[src/rtl/core/rist_ram.sv]
`timescale 1ns / 1ps
// ----------------------------------------------------------------------------
// rist_ram
// generic simple dual-port ram, one write and one registered read per cycle
// ----------------------------------------------------------------------------
module rist_ram #(
    parameter int WIDTH = 8,
    parameter int DEPTH = 16
) (
    input  logic                     clk,
    input  logic                     we,
    input  logic [$clog2(DEPTH)-1:0] waddr,
    input  logic [WIDTH-1:0]         wdata,
    input  logic [$clog2(DEPTH)-1:0] raddr,
    output logic [WIDTH-1:0]         rdata
);

    logic [WIDTH-1:0] mem [DEPTH];
    logic [WIDTH-1:0] rdata_reg;

    always_ff @(posedge clk)
    begin
        if (we)
        begin
            mem[waddr] <= wdata;
        end
        rdata_reg <= mem[raddr];
    end

    assign rdata = rdata_reg;

endmodule

[config.mk]
export PLATFORM = sky130hd
export DESIGN_NAME = rist_ram
export DESIGN_NICKNAME = d
export VERILOG_FILES = /design/src/rtl/core/rist_ram.sv
export SDC_FILE = /design/constraint.sdc
export NUM_CORES = 1
export LEC_CHECK = 0
export ABC_AREA = 1
export BUFFER_PORTS_ARGS = -buffer_cell sky130_fd_sc_hd__buf_2
export CAP_MARGIN = 20
export CORE_MARGIN = 2
export CORE_UTILIZATION = 50
export CTS_CLUSTER_SIZE = 12
export DETAILED_ROUTE_END_ITERATION = 10
export PLACE_DENSITY = 0.72
export SLEW_MARGIN = 10
export SYNTH_ARGS = -nofsm -noshare
export SYNTH_HDL_FRONTEND = slang
export SYNTH_SLANG_ARGS = --single-unit
export TNS_END_PERCENT = 10
[constraint.sdc]
create_clock -name clk -period 1.25 [get_ports clk]
set_clock_uncertainty 0.2 [all_clocks]
set_input_delay 0.1875 -clock clk [delete_from_list [all_inputs] [get_ports clk]]
set_output_delay 0.1875 -clock clk [all_outputs]
set_load 0.05 [all_outputs]
==> results of run 1 <==
==> timing repair <==
item / CTS / global route
hold endpoints to repair: 48 / 0
buffers inserted: 0 / 0
gates resized for setup: 30 / 7
pin swaps: 0 / 1
gates cloned: 0 / 0
endpoints found under the setup margin: 8 / 13
hold buffers: 3 / 0
==> layout make-up <==
class	instances	share of cell area, %
clock buffers	19	6.206
clock inverters	13	2.242
inverters	102	5.489
multi-input cells	289	17.83
flip-flops and latches	136	57.61
well taps	143	2.565
repair buffers	63	8.054
==> report_power, final <==
part | switching [uW] | leakage [uW] | internal (uW) | total (uW)
clock network | 1820 | 0.000286 | 3120 | 4940
registers | 46.3 | 0.00122 | 5110 | 5150
logic | 551 | 0.00154 | 292 | 843
==> path summary, 6_finish.rpt <==
| path | from | to | depth (start not counted) |
|---|---|---|---|
| setup / recovery | rdata[2] | rdata[2] | 1 |
| hold / removal | wdata[5] | mem[0][5] | 1 |
| setup reg to reg | mem[1][4] | rdata[4] | 6 |
| hold reg to reg | mem[10][7] | rdata[7] | 6 |
==> per-layer routing <==
metal / vias up / global-route usage (%) / share of wire (%)
met2: 160 / 35.04 / 50
met4: 0 / 11.19 / 3.6
li1: 1893 / - / -
met5: - / 0 / 0
met3: 38 / 5.934 / 6.6
met1: 1841 / 27.38 / 40
==> cell families (layout without fill, tap and decap cells) <==
family	Yosys count	in the layout	share of synthesized area [%]
AND/OR/NAND/NOR	289	289	21.05
buffers and inverters	126	197	9.525
flip-flops	136	136	69.43
==> through the flow <==
stage	setup slack, ns	hold WS (ns)
2_1_floorplan	-0.08834	0.08637
5_1_grt	-0.09808	0.01312
3_5_place_dp	-0.2091	0.4216
4_1_cts	-0.09051	0.008231
3_3_place_gp	-0.1602	0.4125
6_report	-0.06992	0.01015
==> layout by cell type, fill, tap and decap left out, drive strengths merged <==
| cell | synthesis | routed |
|---|---|---|
| bufinv | 0 | 3 |
| nand2 | 173 | 173 |
| nand3 | 97 | 97 |
| buf | 24 | 60 |
| clkinvlp | 0 | 2 |
| nor2 | 17 | 17 |
| nand3b | 2 | 2 |
| dlygate4sd3 | 0 | 3 |
| clkbuf | 0 | 19 |
| dfxtp | 8 | 8 |
| edfxtp | 128 | 128 |
| inv | 102 | 102 |
| clkinv | 0 | 8 |
==> flow_summary.json, run 1 <==
{
  "outcome": "complete, but fails checks",
  "violations": "setup timing",
  "finalMaxSlewViolations": 0,
  "core.rowCount": 39,
  "numPortBuffers": 25,
  "hold_violations": 0,
  "grt_use_total_pct": 21.80,
  "maxCapViolCount": 0,
  "critPathLaunchType": "flop",
  "io_pins": 26,
  "ctsRootBufferMaster": "clkbuf_16",
  "start_util_pct": 50.94,
  "cp_data_required_time_ns": 0.86,
  "grt_pass1_vias": 3890,
  "fmax_ghz": 0.7576,
  "drive_gt1_share_pct": 17.04,
  "synth_edf_count": 128,
  "antennaDiodeCount": 0,
  "hold_class": "primary input to flop",
  "antenna_left": 0,
  "die-area_sq_um": 12410,
  "synth_commonest_cells": "173 x nand2_1, 128 x edfxtp_1, 100 x inv_1, 97 x nand3_1, 17 x nor2_1",
  "synth_nets": 569,
  "grt_max_degree": 35,
  "cts_sinks": 136,
  "placed_area_sq_um": 6242,
  "tns_ns": -0.3025,
  "yosysTopAreaCell": "edfxtp_1",
  "synth_area_sq_um": 5767,
  "first_pass_iters": 5,
  "worst_path_max_delay_cell": "dfxtp_4",
  "vias_per_cell": 5.140,
  "crit_fanout": 1,
  "core_area_sq_um": 11320,
  "grt-ovfl-total": 0,
  "p_per_area_nw_per_um2": 1568,
  "grt_pass1_wl_um": 20180,
  "cts_inserted_buffers": 17,
  "ys_top_cells_by_area": "edfxtp_1 67%, nand2_1 11%, nand3_1 8.4%",
  "path_delay_family": "flip-flops",
  "ys_seq_elements": 136,
  "cp-end-kind": "output port",
  "setup_viol": 8,
  "route.vias.total": 3932,
  "placedCellCount": 730,
  "worstSkewPairLatency_ns": 0.41,
  "r2r_setup_slack_ns": 0.03,
  "final_cells": 765,
  "synth_ff_type": "edfxtp_1",
  "drt_drc_violations_left": 0,
  "fin_crit_sh_pct": 105.6,
  "cp_slowest_stage_delay_ns": 0.37,
  "setup_slack_ns": -0.06992,
  "final.fill_count": 887,
  "rsz0062_at_grt": "true",
  "area_delta_synth_final_pct": 20.96,
  "htreeDepth": 4,
  "cp_cell_sequence": "buf_8",
  "relSlewSlack_pct": 72.39,
  "p_leak_uw": 0.003055,
  "worstPathArrival_ns": 0.93,
  "avgRoutedWirePerCell_um": 16.83,
  "yosysMostFrequentCell": "nand2_1",
  "cts_tree": "done",
  "final_core_util_pct": 61.62,
  "critPathKind": "flop to output port",
  "die_h_um": 111.4,
  "yosys_warnings": 0,
  "synth_top_area_share_pct": 66.65,
  "period_minus_slack_ns": 1.320,
  "dpl.hpwl_um": 8219,
  "clk_pin_slew_ns": 0.06,
  "multiInputGateArea_sq_um": 1244,
  "cts_buffer_depth": 2,
  "synthCells": 551,
  "tightest_slew_ns": 0.4141,
  "antenna_found_initial": 0,
  "ff_latch_area_sq_um": 4019,
  "syn_avg_cell_area_sq_um": 10.47,
  "final_nets": 627,
  "largest_register_ffs": 128,
  "drt_iter0_drc": 294,
  "cp.buffers_inverters": 1,
  "final_area_sq_um": 6975,
  "die_x_um": 111.4,
  "ys_seq_area_share_pct": 69.43,
  "ys_types": 12,
  "wirelength_um": 12880,
  "ir_worst_vdd_mv": 0.6826,
  "gp_congestion": 0.9101,
  "power_uw": 10940,
  "async_flop_share_pct": 0
}
(Power assumes the default switching activity.)
==> inputs of run 2 (changes only) <==
--- a/config.mk
+++ b/config.mk
@@ -8,11 +8,13 @@
 export ABC_AREA = 1
 export BUFFER_PORTS_ARGS = -buffer_cell sky130_fd_sc_hd__buf_2
 export CAP_MARGIN = 20
-export CORE_MARGIN = 2
-export CORE_UTILIZATION = 50
+export CELL_PAD_IN_SITES_DETAIL_PLACEMENT = 1
+export CELL_PAD_IN_SITES_GLOBAL_PLACEMENT = 1
+export CORE_MARGIN = 3
+export CORE_UTILIZATION = 44
 export CTS_CLUSTER_SIZE = 12
 export DETAILED_ROUTE_END_ITERATION = 10
-export PLACE_DENSITY = 0.72
+export PLACE_DENSITY_LB_ADDON = 0.1
 export SLEW_MARGIN = 10
 export SYNTH_ARGS = -nofsm -noshare
 export SYNTH_HDL_FRONTEND = slang
==> flow_summary.json, run 2 (synthesized netlist as in run 1, its figures left out) <==
{
  "route.vias.total": 3930,
  "numPortBuffers": 25,
  "cp_cell_sequence": "buf_8",
  "die-area_sq_um": 14520,
  "tns_ns": -0.3523,
  "ir_worst_vdd_mv": 1.414,
  "core_area_sq_um": 12720,
  "clk_pin_slew_ns": 0.06,
  "first_pass_iters": 4,
  "drt_drc_violations_left": 0,
  "hold_class": "primary input to flop",
  "grt_pass1_vias": 4147,
  "cp_slowest_stage_delay_ns": 0.37,
  "wirelength_um": 15260,
  "placed_area_sq_um": 6329,
  "antenna_left": 0,
  "ctsRootBufferMaster": "clkbuf_16",
  "cts_sinks": 136,
  "critPathLaunchType": "flop",
  "layout_common_cells": "173 x nand2_1, 128 x edfxtp_1, 98 x inv_1",
  "finalMaxSlewViolations": 0,
  "setup_viol": 8,
  "core.rowCount": 41,
  "io_pins": 26,
  "relSlewSlack_pct": 72.98,
  "cp.buffers_inverters": 1,
  "die_x_um": 120.5,
  "hold_depth": 1,
  "p_leak_uw": 0.003094,
  "fmax_ghz": 0.7594,
  "dpl.hpwl_um": 9744,
  "fin_crit_sh_pct": 105.4,
  "vias_per_cell": 4.943,
  "cts_setup_buffers": 0,
  "antennaDiodeCount": 0,
  "hold_violations": 0,
  "crit_fanout": 1,
  "cp-end-kind": "output port",
  "final_nets": 628,
  "area_delta_synth_final_pct": 23.41,
  "r2r_cells": 6,
  "htreeDepth": 4,
  "violations": "setup timing",
  "path_depth": 1,
  "setup_slack_ns": -0.06688,
  "maxCapViolCount": 0,
  "cts_buffer_depth": 2,
  "largest_register_ffs": 128,
  "worstPathArrival_ns": 0.93,
  "period_minus_slack_ns": 1.317,
  "final_area_sq_um": 7117,
  "start_util_pct": 45.33,
  "grt-ovfl-total": 0,
  "drt_iter0_drc": 255,
  "gp_congestion": 0.8635,
  "final_common_cell": "nand2_1",
  "worst_path_max_delay_cell": "dfxtp_4",
  "cts_inserted_buffers": 17,
  "grt_use_total_pct": 22.83,
  "drive_gt1_share_pct": 17.98,
  "critPathKind": "flop to output port",
  "grt_max_degree": 44,
  "grt_pass1_wl_um": 23780,
  "rsz0062_at_grt": "true",
  "tightest_slew_ns": 0.4054,
  "avgRoutedWirePerCell_um": 19.20,
  "outcome": "complete, but fails checks",
  "cts_tree": "done",
  "cp_data_required_time_ns": 0.86,
  "pre_cts_ws_ns": -0.2476,
  "final.fill_count": 1407,
  "p_per_area_nw_per_um2": 1548,
  "path_delay_family": "flip-flops",
  "worstSkewPairLatency_ns": 0.42,
  "antenna_found_initial": 0,
  "die_h_um": 120.5
}
[run 2: cell types whose count changed in the layout (fill, tap and decap cells not counted), moves of 2 or more]
cell	previous run	this run
inv_1	100	98
buf_4	29	25
clkinv_4	3	0
nand3_1	91	87
buf_8	5	8
buf_12	6	10
clkbuf_8	0	5
buf_6	3	0
nand3_2	6	9
[run 2: per-layer routing]
layer / vias up / routed length [um] / global-route usage (%)
li1: 1892 / - / -
met1: 1940 / 6875 / 30.16
met2: 78 / 7517 / 37.76
met3: 20 / 635 / 4.584
met4: 0 / 235 / 8.003
met5: - / 0 / 0
[run 2: timing repair]
action / in CTS / in global routing
setup endpoints to repair: 10 / 14
endpoints found under the hold margin: 54 / 0
gates resized for setup: 35 / 11
pin swaps: 0 / 1
hold buffers: 4 / 0
[run 2: final cells by class]
type | instances | area, sq um | share of cell area [%]
clock buffer | 24 | 501.7 | 7.050
clock inverter | 8 | 92.59 | 1.301
inverter | 102 | 386.6 | 5.432
multi-input combinational | 289 | 1271 | 17.86
sequential | 136 | 4016 | 56.43
tap | 172 | 215.2 | 3.024
timing repair buffer | 64 | 633.1 | 8.896
[run 2: metrics by stage]
step / std cells / hold WS (ns) / power, uW / util (%)
after CTS: 795 / 0.0004840 / 11100 / 55.55
after floorplan: 551 / 0.08637 / 5682 / -
after detailed placement: 759 / 0.4235 / 6058 / 49.74
after global routing: 795 / 0.02185 / 11370 / 55.94
after global placement: 759 / 0.4162 / 6038 / 49.74
final: 795 / 0.01607 / 11020 / 55.94
[run 2: final timing paths]
path | slack [ns] | to | from
setup / recovery | -0.07 | rdata[5] | rdata[5]
hold / removal | 0.02 | mem[11][3] | wdata[3]
setup reg to reg | 0.05 | rdata[6] | mem[1][6]
hold reg to reg | 0.49 | rdata[0] | mem[14][0]
[run 2: power by group]
group | internal, uW | switching (uW) | leakage (uW)
Combinational | 321 | 592 | 0.00157
Clock | 3180 | 1770 | 0.000296
Sequential | 5110 | 47.6 | 0.00122
Total | 8610 | 2410 | 0.00309
==> inputs of run 3 (changes only) <==
--- a/config.mk
+++ b/config.mk
@@ -8,7 +8,7 @@
 export ABC_AREA = 1
 export BUFFER_PORTS_ARGS = -buffer_cell sky130_fd_sc_hd__buf_2
 export CAP_MARGIN = 20
-export CELL_PAD_IN_SITES_DETAIL_PLACEMENT = 1
+export CELL_PAD_IN_SITES_DETAIL_PLACEMENT = 0
 export CELL_PAD_IN_SITES_GLOBAL_PLACEMENT = 1
 export CORE_MARGIN = 3
 export CORE_UTILIZATION = 44
==> flow_summary.json, run 3 (synthesized netlist as in run 1, its figures left out) <==
{
  "htreeDepth": 4,
  "grt_use_total_pct": 20.68,
  "critPathKind": "flop to output port",
  "rsz0062_at_grt": "true",
  "core_area_sq_um": 12720,
  "dpl.hpwl_um": 8750,
  "p_per_area_nw_per_um2": 1594,
  "vias_per_cell": 4.769,
  "period_minus_slack_ns": 1.310,
  "outcome": "complete, but fails checks",
  "grt-ovfl-total": 0,
  "first_pass_iters": 5,
  "p_seq_share_pct": 45.1,
  "worstSkewPairLatency_ns": 0.41,
  "antenna_found_initial": 0,
  "p_leak_uw": 0.003128,
  "wirelength_um": 13730,
  "layout_common_cells": "173 x nand2_1, 128 x edfxtp_1, 100 x inv_1",
  "cts_tree": "done",
  "placedCellCount": 759,
  "drt_iter0_drc": 289,
  "crit_fanout": 1,
  "tightest_slew_ns": 0.3881,
  "antenna_left": 0,
  "final_common_cell": "nand2_1",
  "route.vias.total": 3796,
  "cp_slowest_stage_delay_ns": 0.37,
  "gp_congestion": 0.8635,
  "violations": "setup timing",
  "finalMaxSlewViolations": 0,
  "switchingPower_uw": 2349,
  "die-area_sq_um": 14520,
  "grt_pass1_vias": 3707,
  "cp_data_required_time_ns": 0.86,
  "relSlewSlack_pct": 74.12,
  "drt_drc_violations_left": 0,
  "worst_hold_slack_ns": 0.01449,
  "final_nets": 629,
  "cts_buffer_depth": 2,
  "cts_setup_buffers": 0,
  "maxCapViolCount": 0,
  "tns_ns": -0.2933,
  "grt_pass1_wl_um": 21520,
  "grt_max_degree": 44,
  "multiInputGateArea_sq_um": 1259,
  "cts_inserted_buffers": 17,
  "io_pins": 26,
  "ctsRootBufferMaster": "clkbuf_16",
  "cp_cell_sequence": "buf_8",
  "final_area_sq_um": 7163,
  "p_int_uw": 9066,
  "final_core_util_pct": 56.30,
  "fin_crit_sh_pct": 104.8,
  "worstPathArrival_ns": 0.92,
  "cts_sinks": 136,
  "path_delay_family": "flip-flops",
  "numPortBuffers": 25,
  "cp.buffers_inverters": 1,
  "largest_register_ffs": 128,
  "cp-end-kind": "output port",
  "clk_pin_slew_ns": 0.05,
  "final.fill_count": 1117,
  "clockPowerShare_pct": 47.1,
  "start_util_pct": 45.33,
  "fmax_ghz": 0.7632,
  "avgRoutedWirePerCell_um": 17.25,
  "die_x_um": 120.5,
  "hold_class": "primary input to flop",
  "ff_latch_area_sq_um": 4016,
  "drive_gt1_share_pct": 17.47,
  "die_h_um": 120.5,
  "area_delta_synth_final_pct": 24.21,
  "setup_viol": 9,
  "placed_area_sq_um": 6329,
  "final_cells": 796,
  "critPathLaunchType": "flop",
  "core.rowCount": 41,
  "worst_path_max_delay_cell": "dfxtp_4",
  "hold_violations": 0,
  "power_frac_comb_pct": 7.8,
  "setup_slack_ns": -0.06031,
  "r2r_setup_slack_ns": 0.08,
  "antennaDiodeCount": 0,
  "ir_worst_vdd_mv": 0.7833,
  "switching_share_pct": 20.58
}
## run 3: path summary, 6_finish.rpt
path / depth (start not counted) / endpoint / from
min: 1 / mem[11][7] / wdata[7]
min reg2reg: 6 / rdata[1] / mem[2][1]
max: 1 / rdata[5] / rdata[5]
max reg2reg: 6 / rdata[5] / mem[5][5]
## run 3: area by class of cell
class / count / area share (%)
flip-flops and latches: 136 / 56.07
well taps: 172 / 3.004
multi-input cells: 289 / 17.57
repair buffers: 65 / 8.926
inverters: 102 / 5.345
clock inverters: 8 / 1.939
clock buffers: 24 / 7.144
## run 3: power groups by stage
stage	clock network, uW	logic, uW	registers [uW]
final	5380	888	5150
after global routing	5680	969	5160
after CTS	5490	883	5150
after detailed placement	0	814	5230
after global placement	0	810	5230
after floorplan	0	360	5320
## run 3: what timing repair did
| item | in CTS | in global routing |
|---|---|---|
| hold buffers | 5 | 0 |
| resized for setup | 32 | 9 |
| setup endpoints to repair | 8 | 13 |
| hold endpoints to repair | 70 | 0 |
## run 3: per-layer routing
| metal | GRT usage (%) | routed length [um] | vias up |
|---|---|---|---|
| met5 | 0 | 0 | - |
| met4 | 9.490 | 225 | 0 |
| met2 | 31.47 | 6493 | 94 |
| li1 | - | - | 1895 |
| met3 | 4.350 | 622 | 15 |
| met1 | 28.67 | 6390 | 1792 |
## run 3: metrics by stage
step	setup slack, ns	power (uW)
after floorplan	-0.08834	5682
after global routing	-0.08909	11810
after detailed placement	-0.2446	6043
after global placement	-0.2392	6038
after CTS	-0.08814	11530
final	-0.06031	11420
